### config.mk
export PLATFORM = sky130hd
export DESIGN_NAME = asic_command_packet_framer_top_flat
export DESIGN_NICKNAME = d
export VERILOG_FILES = /design/src/design/acpf_pkg.sv /design/src/design/acpf_if.sv /design/src/design/acpf_crc_step.sv /design/src/design/asic_command_packet_framer_top.sv /design/src/flat_wrapper.sv
export SDC_FILE = /design/constraint.sdc
export NUM_CORES = 1
export LEC_CHECK = 0
export BUFFER_PORTS_ARGS = -buffer_cell sky130_fd_sc_hd__buf_2
export CAP_MARGIN = 0
export CORE_ASPECT_RATIO = 1.5
export CORE_MARGIN = 2
export CORE_UTILIZATION = 24
export CTS_BUF_LIST = sky130_fd_sc_hd__clkbuf_16
export DETAILED_ROUTE_END_ITERATION = 10
export HOLD_SLACK_MARGIN = 0.03
export PLACE_DENSITY = 0.51
export SLEW_MARGIN = 10
export SYNTH_ARGS = -nofsm -noshare
export SYNTH_HDL_FRONTEND = slang
export SYNTH_HIERARCHICAL = 1
export SYNTH_SLANG_ARGS = --single-unit
### constraint.sdc
create_clock -name clk -period 4.1 [get_ports clk]
set_input_delay 0.82 -clock clk [delete_from_list [all_inputs] [get_ports clk]]
set_output_delay 0.82 -clock clk [all_outputs]
set_load 0.05 [all_outputs]
### src/design/acpf_pkg.sv
package acpf_pkg;

	localparam logic [7:0]  PREAMBLE_HI    = 8'h55;
	localparam logic [7:0]  PREAMBLE_LO    = 8'hAA;
	localparam logic [15:0] CRC16_POLY     = 16'h1021;
	localparam logic [15:0] CRC16_INIT     = 16'hFFFF;
	localparam logic [4:0]  CRC5_POLY      = 5'h05;
	localparam logic [4:0]  CRC5_INIT      = 5'h1F;
	localparam logic [7:0]  JOB_MASK_RESET = 8'h20;
	localparam logic [7:0]  JOB_LEN_EXTRA  = 8'd4;
	localparam logic [7:0]  CMD_LEN_EXTRA  = 8'd3;

	// both running checksums travel together
	typedef struct packed {
		logic [15:0] crc16;
		logic [4:0]  crc5;
	} crc_state_t;

	localparam crc_state_t CRC_STATE_INIT = '{crc16: CRC16_INIT, crc5: CRC5_INIT};

	// position of a byte inside the frame
	typedef enum logic [2:0] {
		SLOT_PRE_HI,
		SLOT_PRE_LO,
		SLOT_HEADER,
		SLOT_LENGTH,
		SLOT_PAYLOAD,
		SLOT_CRC_A,
		SLOT_CRC_B
	} slot_t;

endpackage

### src/design/acpf_if.sv
interface acpf_in_if;
	logic       valid;
	logic       ready;
	logic [7:0] header_byte;
	logic [7:0] payload_length;
	logic [7:0] payload_byte;
	logic       first_of_packet;
	logic       last_of_packet;

	modport source (
		output valid, header_byte, payload_length, payload_byte,
		       first_of_packet, last_of_packet,
		input  ready
	);
	modport sink (
		input  valid, header_byte, payload_length, payload_byte,
		       first_of_packet, last_of_packet,
		output ready
	);
endinterface

interface acpf_out_if;
	logic       valid;
	logic       ready;
	logic [7:0] frame_byte;
	logic       end_of_frame;

	modport source (
		output valid, frame_byte, end_of_frame,
		input  ready
	);
	modport sink (
		input  valid, frame_byte, end_of_frame,
		output ready
	);
endinterface

### src/design/acpf_crc_step.sv
// one byte into both checksums, msb first
module acpf_crc_step (
	input  acpf_pkg::crc_state_t crc_cur,
	input  logic [7:0]           data_byte,
	output acpf_pkg::crc_state_t crc_nxt
);

	logic [15:0] c16;
	logic [4:0]  c5;
	logic        fb;

	always_comb begin
		c16 = crc_cur.crc16 ^ {data_byte, 8'h00};
		for (int k = 0; k < 8; k++) begin
			if (c16[15]) begin
				c16 = {c16[14:0], 1'b0} ^ acpf_pkg::CRC16_POLY;
			end else begin
				c16 = {c16[14:0], 1'b0};
			end
		end
		c5 = crc_cur.crc5;
		fb = 1'b0;
		for (int k = 7; k >= 0; k--) begin
			fb = c5[4] ^ data_byte[k];
			c5 = {c5[3:0], 1'b0} ^ (fb ? acpf_pkg::CRC5_POLY : 5'h00);
		end
		crc_nxt.crc16 = c16;
		crc_nxt.crc5  = c5;
	end

endmodule

### src/design/asic_command_packet_framer_top.sv
// Byte framer for the serial command/job link of a hashing chip. Each input beat carries one
// payload byte; the beat flagged first_of_packet also carries the header and payload length
// and makes the block send 0x55 0xAA, the header and a length byte ahead of the payload byte.
// A packet whose header hits job_type_mask (written through cfg_wr_en/cfg_wr_data, reset 0x20)
// is a job: length byte is payload_length+4 and it ends with a CRC-16/CCITT-FALSE, high byte
// first. Any other packet is a command: length+3 and one byte holding a 5-bit CRC. The CRC
// covers header, length and payload and follows the beat flagged last_of_packet; end_of_frame
// marks the final CRC byte. The output runs one byte per cycle while the receiver is ready; a
// middle payload beat becomes 1 frame byte, a first beat 5, a last beat 2 (command) or 3 (job),
// and a one-beat packet 6 or 7. The single sequencer stage expands each beat into frame bytes.
// Both checksums are updated for the whole beat at input accept time, so a new beat can enter
// in the same cycle that the previous one hands over its final byte. An output register
// holds the frame byte, but the downstream ready reaches cmd_in.ready combinationally.
module asic_command_packet_framer_top (
	input  logic               clk,
	input  logic               arst_n,
	acpf_in_if.sink            cmd_in,
	acpf_out_if.source         frame_out,
	input  logic               cfg_wr_en,
	input  logic [7:0]         cfg_wr_data
);

	// configuration and packet state
	logic                 [7:0] job_type_mask_q;
	logic                       packet_is_job_q;
	acpf_pkg::crc_state_t       crc_acc_q;

	// accept side
	logic                       in_fire;
	logic                       hdr_is_job;
	logic                       item_is_job;
	logic                 [7:0] len_byte;
	acpf_pkg::crc_state_t       crc_hdr;
	acpf_pkg::crc_state_t       crc_len;
	acpf_pkg::crc_state_t       crc_pre;
	acpf_pkg::crc_state_t       crc_post;

	// sequencer stage
	logic                       valid_s1;
	acpf_pkg::slot_t            slot_s1;
	acpf_pkg::slot_t            end_slot_s1;
	logic                 [7:0] header_s1;
	logic                 [7:0] len_s1;
	logic                 [7:0] payload_s1;
	logic                       job_s1;
	acpf_pkg::crc_state_t       crc_s1;
	logic                       last_slot;
	logic                       emit;
	logic                 [7:0] emit_byte;
	logic                       emit_eof;

	// output register
	logic                       out_valid_q;
	logic                 [7:0] out_byte_q;
	logic                       out_eof_q;
	logic                       out_load_ok;

	assign in_fire = cmd_in.valid && cmd_in.ready;

	// packet type is taken fresh on a first beat, otherwise carried over
	assign hdr_is_job  = |(cmd_in.header_byte & job_type_mask_q);
	assign item_is_job = cmd_in.first_of_packet ? hdr_is_job : packet_is_job_q;
	assign len_byte    = cmd_in.payload_length +
		(item_is_job ? acpf_pkg::JOB_LEN_EXTRA : acpf_pkg::CMD_LEN_EXTRA);

	// header restarts from the initial value, length and payload continue the chain
	acpf_crc_step u_crc_hdr (
		.crc_cur   (acpf_pkg::CRC_STATE_INIT),
		.data_byte (cmd_in.header_byte),
		.crc_nxt   (crc_hdr)
	);

	acpf_crc_step u_crc_len (
		.crc_cur   (crc_hdr),
		.data_byte (len_byte),
		.crc_nxt   (crc_len)
	);

	assign crc_pre = cmd_in.first_of_packet ? crc_len : crc_acc_q;

	acpf_crc_step u_crc_pay (
		.crc_cur   (crc_pre),
		.data_byte (cmd_in.payload_byte),
		.crc_nxt   (crc_post)
	);

	// handshake: take a new beat when the stage is empty or hands over its last byte now
	assign out_load_ok  = !out_valid_q || frame_out.ready;
	assign last_slot    = (slot_s1 == end_slot_s1);
	assign emit         = valid_s1 && out_load_ok;
	assign cmd_in.ready = !valid_s1 || (out_load_ok && last_slot);

	// config register and running packet state
	always_ff @(posedge clk or negedge arst_n) begin
		if (!arst_n) begin
			job_type_mask_q <= acpf_pkg::JOB_MASK_RESET;
			packet_is_job_q <= 1'b0;
			crc_acc_q       <= acpf_pkg::CRC_STATE_INIT;
		end else begin
			if (cfg_wr_en) begin
				job_type_mask_q <= cfg_wr_data;
			end
			if (in_fire) begin
				packet_is_job_q <= item_is_job;
				// checksums return to the initial value when a last beat is taken
				crc_acc_q       <= cmd_in.last_of_packet ? acpf_pkg::CRC_STATE_INIT : crc_post;
			end
		end
	end

	// sequencer control
	always_ff @(posedge clk or negedge arst_n) begin
		if (!arst_n) begin
			valid_s1    <= 1'b0;
			slot_s1     <= acpf_pkg::SLOT_PRE_HI;
			end_slot_s1 <= acpf_pkg::SLOT_PAYLOAD;
		end else if (in_fire) begin
			valid_s1 <= 1'b1;
			slot_s1  <= cmd_in.first_of_packet ? acpf_pkg::SLOT_PRE_HI : acpf_pkg::SLOT_PAYLOAD;
			if (!cmd_in.last_of_packet) begin
				end_slot_s1 <= acpf_pkg::SLOT_PAYLOAD;
			end else if (item_is_job) begin
				end_slot_s1 <= acpf_pkg::SLOT_CRC_B;
			end else begin
				end_slot_s1 <= acpf_pkg::SLOT_CRC_A;
			end
		end else if (emit) begin
			if (last_slot) begin
				valid_s1 <= 1'b0;
			end else begin
				slot_s1 <= acpf_pkg::slot_t'(slot_s1 + 3'd1);
			end
		end
	end

	// sequencer payload
	always_ff @(posedge clk) begin
		if (in_fire) begin
			header_s1  <= cmd_in.header_byte;
			len_s1     <= len_byte;
			payload_s1 <= cmd_in.payload_byte;
			job_s1     <= item_is_job;
			crc_s1     <= crc_post;
		end
	end

	// byte select for the current slot
	always_comb begin
		emit_eof = 1'b0;
		case (slot_s1)
			acpf_pkg::SLOT_PRE_HI:  emit_byte = acpf_pkg::PREAMBLE_HI;
			acpf_pkg::SLOT_PRE_LO:  emit_byte = acpf_pkg::PREAMBLE_LO;
			acpf_pkg::SLOT_HEADER:  emit_byte = header_s1;
			acpf_pkg::SLOT_LENGTH:  emit_byte = len_s1;
			acpf_pkg::SLOT_PAYLOAD: emit_byte = payload_s1;
			acpf_pkg::SLOT_CRC_A: begin
				// job: crc16 high byte, command: the whole 5-bit crc and frame end
				if (job_s1) begin
					emit_byte = crc_s1.crc16[15:8];
				end else begin
					emit_byte = {3'b000, crc_s1.crc5};
					emit_eof  = 1'b1;
				end
			end
			acpf_pkg::SLOT_CRC_B: begin
				emit_byte = crc_s1.crc16[7:0];
				emit_eof  = 1'b1;
			end
			default:                emit_byte = payload_s1;
		endcase
	end

	// output register
	always_ff @(posedge clk or negedge arst_n) begin
		if (!arst_n) begin
			out_valid_q <= 1'b0;
		end else if (out_load_ok) begin
			out_valid_q <= emit;
		end
	end

	always_ff @(posedge clk) begin
		if (emit) begin
			out_byte_q <= emit_byte;
			out_eof_q  <= emit_eof;
		end
	end

	assign frame_out.valid        = out_valid_q;
	assign frame_out.frame_byte   = out_byte_q;
	assign frame_out.end_of_frame = out_eof_q;

endmodule

### src/flat_wrapper.sv
// flat-port wrapper written by rule: the top's interface ports become plain ports
module asic_command_packet_framer_top_flat 
  (clk, arst_n, cfg_wr_en, cfg_wr_data, cmd_in_valid, cmd_in_header_byte, cmd_in_payload_length, cmd_in_payload_byte, cmd_in_first_of_packet, cmd_in_last_of_packet, cmd_in_ready, frame_out_valid, frame_out_frame_byte, frame_out_end_of_frame, frame_out_ready);
  acpf_in_if cmd_in_i ();
  acpf_out_if frame_out_i ();
  input  logic clk;
  input  logic arst_n;
  input  logic cfg_wr_en;
  input  logic [7:0] cfg_wr_data;
  input wire logic [$bits(cmd_in_i.valid)-1:0] cmd_in_valid;
  input wire logic [$bits(cmd_in_i.header_byte)-1:0] cmd_in_header_byte;
  input wire logic [$bits(cmd_in_i.payload_length)-1:0] cmd_in_payload_length;
  input wire logic [$bits(cmd_in_i.payload_byte)-1:0] cmd_in_payload_byte;
  input wire logic [$bits(cmd_in_i.first_of_packet)-1:0] cmd_in_first_of_packet;
  input wire logic [$bits(cmd_in_i.last_of_packet)-1:0] cmd_in_last_of_packet;
  output wire logic [$bits(cmd_in_i.ready)-1:0] cmd_in_ready;
  output wire logic [$bits(frame_out_i.valid)-1:0] frame_out_valid;
  output wire logic [$bits(frame_out_i.frame_byte)-1:0] frame_out_frame_byte;
  output wire logic [$bits(frame_out_i.end_of_frame)-1:0] frame_out_end_of_frame;
  input wire logic [$bits(frame_out_i.ready)-1:0] frame_out_ready;
  assign cmd_in_i.valid = cmd_in_valid;
  assign cmd_in_i.header_byte = cmd_in_header_byte;
  assign cmd_in_i.payload_length = cmd_in_payload_length;
  assign cmd_in_i.payload_byte = cmd_in_payload_byte;
  assign cmd_in_i.first_of_packet = cmd_in_first_of_packet;
  assign cmd_in_i.last_of_packet = cmd_in_last_of_packet;
  assign cmd_in_ready = cmd_in_i.ready;
  assign frame_out_valid = frame_out_i.valid;
  assign frame_out_frame_byte = frame_out_i.frame_byte;
  assign frame_out_end_of_frame = frame_out_i.end_of_frame;
  assign frame_out_i.ready = frame_out_ready;
  asic_command_packet_framer_top u_core (.clk(clk), .arst_n(arst_n), .cmd_in(cmd_in_i), .frame_out(frame_out_i), .cfg_wr_en(cfg_wr_en), .cfg_wr_data(cfg_wr_data));
endmodule
== After elaboration in Yosys (flattened, before gate mapping) ==
Index checks and enable logic that the tools add are counted.
Word-level totals
  RAM bits: 0
  output and inout port bits: 11
  memories: 0
  latch bits: 0
  input bits: 39
  ROM bits: 0
  bits in registers: 93
Cells by class
  add/subtract/negate cells: 2
  shift-type cells: 0
  equality and inequality tests: 7
  reductions and logical operators: 13
  multiplexer cells: 65
  multiply operators: 0
  bitwise gates (word level): 75
  magnitude comparators: 0
  divide/modulo/power cells: 0
Operators by type and width (number)
  13-bit two-way mux: 24
  5-bit by 3-bit XOR with 5-bit output: 23
  3-bit two-way mux: 30
  3-bit NOT: 24
  8-bit one-hot mux with 6 select lines: 1
  21-bit two-way mux: 2
  16-bit XOR: 2
  1-bit XOR: 23
  16-bit NOT: 1
  8-bit adder: 1
  8-bit bitwise AND: 1
  8-bit two-way mux: 1
  8-bit OR reduction: 1
  3-bit by 2-bit == test with 1-bit output, second input constant: 2
  3-bit == test, second input constant: 2
  1-bit two-way mux: 5
  4-bit NOT: 1
  2-bit AND reduction: 2
  2-bit nonzero test: 2
  3-bit by 1-bit adder with 3-bit output, second input constant: 1
  3-bit by 1-bit == test with 1-bit output, second input constant: 1
  3-bit == test: 1
  1-bit logical AND: 3
  3-bit logical NOT: 1
  other kinds (5): 7

== Longest topological paths before layout ==
  word-level depth: 73
  gate-level depth with buffers: 19

== Hierarchy ==
The synthesis kept the hierarchy.
By module, submodules not included
  asic_command_packet_framer_top: area an instance 4116.4 um^2, cells each 328, seq. area each 2605.0 um^2, instances 1
  acpf_crc_step: area an instance 600.6 um^2, cells each 39, seq. area each 0.0 um^2, instances 3

== Worst setup path before layout ==
No wires, ideal clock.
  path type: in2reg
  start point: input port cmd_in_header_byte[1]
  end point: register u_core/crc_s1[0] in the netlist's numbering (data pin)
  stages: 15
  required time: 3.848 ns
  arrival time: 4.492 ns
  setup time: 0.252 ns
  slack: -0.644 ns
  cells stage by stage: a22oi_1 -> nand4_1 -> mux2i_1 -> ha_1 -> inv_1 -> fa_1 -> nor2b_1 -> o21ai_0 -> xnor2_1 -> xnor3_1 -> xnor3_1 -> mux2_2 -> xnor2_1 -> xnor3_1 -> buf_4
RTL lines
  from (decl): line flat_wrapper.sv:11  | input wire logic [$bits(cmd_in_i.header_byte)-1:0] cmd_in_header_byte;
  to (signal assigned): line asic_command_packet_framer_top.sv:143  | crc_s1 <= crc_post;
  to (decl): line asic_command_packet_framer_top.sv:46  | acpf_pkg::crc_state_t crc_s1;

==> results by group <==
STA
  • Max_slew headroom: 0.3510
  • Final Hold Slack: around 0.50 ns
  • Final period utilization: 1.017
  • Fin Setup TNS: -0.2049 ns
  • Setup slack after layout: -0.06918 ns
  • Fmax: 239.9 MHz
  • Least-Margin Pin Slew: approximately 1 ns
  • RSZ-0062 raised after global routing: yes
  • Fin Clk Skew: roughly 0.0057 ns
  • Final Slew Violations: 0
  • Final min period: 4.169 ns
  • Final-report setup violation count: 9
  • Final Hold Vio Count: 0

Clocking
  • CTS tree: built
  • Clock Sinks: 92
  • Clock latency on the worst-skew pair: approximately 0.33 ns
  • H-Tree Depth: 3
  • CTS buffer count: 9
  • Clock buffer depth: 2
  • Worst-path clk slew: 0.06 ns
  • Clk Tree Root Cell: clkbuf_16

Finish
  • Area of the multi-input gates: 0.003769 mm2
  • Core Util, Final: 0.3264
  • Final nets: 623
  • Finished Cell Area: 0.007948 mm2
  • Layout Cells excl Fill: 904
  • Share of post-route cells with drive strength above 1: 0.4172
  • Area delta synth->final: 34.29%
  • Sequential Area: 0.002605 mm2
  • Antenna cell count: 0
  • Filler cells: 2465

Worst setup path
  • CP Capture Type: register
  • Critical path arrival: around 4.4 ns
  • R2R Setup Slk: ~0.070 ns
  • Reg2Reg Depth: 17
  • Worst Setup Start Kind: input pin
  • Worst R2R Start: u_core/job_type_mask_q[2]
  • CP required: about 4.4 ns
  • Top fanout value on the critical path: 4
  • Reg2reg end: u_core/crc_acc_q[12]
  • Crit path kind: in -> reg

Floorplanning
  • Ports: 50
  • Die H: 196.3 um
  • Num rows: 70
  • Core area: 0.02435 mm2
  • DIE WIDTH: 132.2 um
  • Initial Util: 0.2431
  • Die area: 0.02596 mm2

Pwr
  • Net switching power: 2.732 mW
  • Internal: 4.653 mW
  • PD cells: 929.3 mW/mm2
  • Pwr Total: 7.385 mW
  • Leakage power: between 3 and 4 nW
  • Switching Fraction: 0.3699
  • Flop pwr share: 0.244
  • Combinational fraction of design power: 0.649
  • Clk network pwr share: 0.107
  • Peak VDD IR: 0.3125 mV

Synthesis
  • Number of synthesis warnings: 6
  • Most used DFF post-synth: edfxtp_1
  • Top-count cell post-synth: nor2_1
  • Mapped cell area: 0.005918 mm2
  • Post-Syn Area per Cell: 13.30 um2
  • Synth cell types: 40
  • Number of enable flip-flop cells after synthesis: 55
  • Fraction of registers with async set/reset: 0.4022
  • #FFs+latches synth: a little over 90
  • Post-Syn Instances: about 450
  • Synth area leader: edfxtp_1
  • Post-synthesis sequential area ratio: 0.4402
  • Synth cell count leaders: 56 x nor2_1, 55 x edfxtp_1, 44 x xnor2_1
  • Synth top area share: 0.2791
  • Synth top area cells: edfxtp_1 28%, xnor3_1 14%, dfstp_2 9.8%

Global routing
  • Initial antenna violation count: 0
  • First-pass GRT wire length: approximately 24000 um
  • GRT Residual Overflow: 0
  • Gr usage total: 0.1247
  • Vias in the first global route: 4012
  • Largest net degree at the start of global routing: 50

Route
  • First-pass DRT Iterations: 4
  • DR vias: 3699
  • DR iter-0 viols: 169
  • Routed WL per cell: around 18 um
  • Via density: slightly above 4
  • DRC: 0
  • Routed Antenna Nets: 0
  • DRT Wirelength: 15970 um

Hold path
  • HP Class: reg -> reg
  • Hold Path Depth: 2
  • Hold path startpoint: u_core/crc_acc_q[19]
  • Sink of the worst hold path: u_core/crc_acc_q[19]

Placement
  • Post-DP HPWL: 12610 um
  • Cells after DPL: 870
  • GPL Wtd Cong: 0.8625
  • Placed Area: 0.007138 mm2
  • Setup WS pre-CTS: -0.6113 ns
  • I/O Buffers: 49

Run
  • Max Cap Viol: 0

Status
  • Failing checks: setup timing
  • Status: finished with violations
## worst max path at each step
stage / startpoint / endpoint
after detailed placement: cmd_in_header_byte[2] / u_core/crc_acc_q[1]
after global routing: cmd_in_header_byte[2] / u_core/crc_acc_q[12]
after floorplan: cmd_in_header_byte[0] / u_core/crc_s1[0]
after CTS: cmd_in_header_byte[2] / u_core/crc_acc_q[16]
after global placement: cmd_in_header_byte[2] / u_core/crc_acc_q[1]
final: cmd_in_header_byte[2] / u_core/crc_acc_q[12]
## kinds of logic after synthesis
logic type	count (synthesis)	synth area share
buffers and inverters	34	0.02579
multiplexers	37	0.06892
other	1	0.0006336
XOR/XNOR	119	0.3106
AO/OA/AOI/OAI	77	0.08076
AND/OR/NAND/NOR	76	0.05285
adder cells (fa/ha/maj)	9	0.02030
flip-flops	92	0.4402
## worst max-delay path: stages
cell	delay [ns]
buf_6	0.09
a22oi_2	0.17
nand4_1	0.16
mux2i_4	0.26
ha_1	0.28
a21o_1	0.20
a21oi_4	0.15
nor3_2	0.06
xor2_1	0.15
buf_4	0.14
buf_4	0.16
xnor2_4	0.17
xor3_1	0.29
mux2_2	0.36
xnor2_4	0.23
xnor3_1	0.48
nor2_1	0.17
a21oi_2	0.08
## area by class of cell
cell class                      instances  area share
Multi-Input combinational cell        343      0.4742
Sequential cell                        92      0.3278
Timing Repair Buffer                  116      0.1047
Tap cell                              324     0.05101
Clock buffer                           10     0.03149
Inverter                               13    0.006140
Clock inverter                          6    0.004723
## metal layers
layer / vias to the layer above / part of all wire / global-route usage / wire length (um)
met5: - / 0 / 0 / 0
li1: 1807 / - / - / -
met3: 19 / 0.022 / 0.01163 / 352
met1: 1807 / 0.35 / 0.1251 / 5510
met4: 0 / 0.030 / 0.05018 / 480
met2: 66 / 0.60 / 0.2573 / 9622
## power by group through the flow
| stage | clock network, mW | logic, mW | registers [mW] |
|---|---|---|---|
| 2_1_floorplan | 0 | 2.99 | 1.89 |
| 3_3_place_gp | 0 | 4.21 | 1.81 |
| 3_5_place_dp | 0 | 4.27 | 1.82 |
| 4_1_cts | 0.816 | 4.51 | 1.81 |
| 5_1_grt | 0.854 | 5.13 | 1.83 |
| 6_report | 0.792 | 4.79 | 1.80 |
## state kept, by name (all words and copies together) (netlist names), 2 cells and up
register                     cells
u_core/job_type_mask_q           8
u_core/end_slot_s1               2
u_core/len_s1                    8
u_core/header_s1                 8
u_core/crc_acc_q                21
u_core/crc_s1                   21
u_core/frame_out.frame_byte      8
u_core/payload_s1                8
u_core/slot_s1                   3
## placed cells by master, fill, tap and decap left out, types with 16 or more instances in the layout
master	n
buf_2	45
xnor2_4	16
conb_1	25
xnor3_1	32
mux2_2	20
nor2_1	55
a21oi_1	38
dfstp_2	22
buf_4	56
xnor2_1	27
edfxtp_1	55
## repair_timing
item / in CTS / in global routing
setup endpoints to repair: 33 / 36
setup buffers: 9 / 11
resized for setup: 26 / 34
hold buffers: 0 / 0
pin swaps: 19 / 30
(Power assumes the default switching activity.)
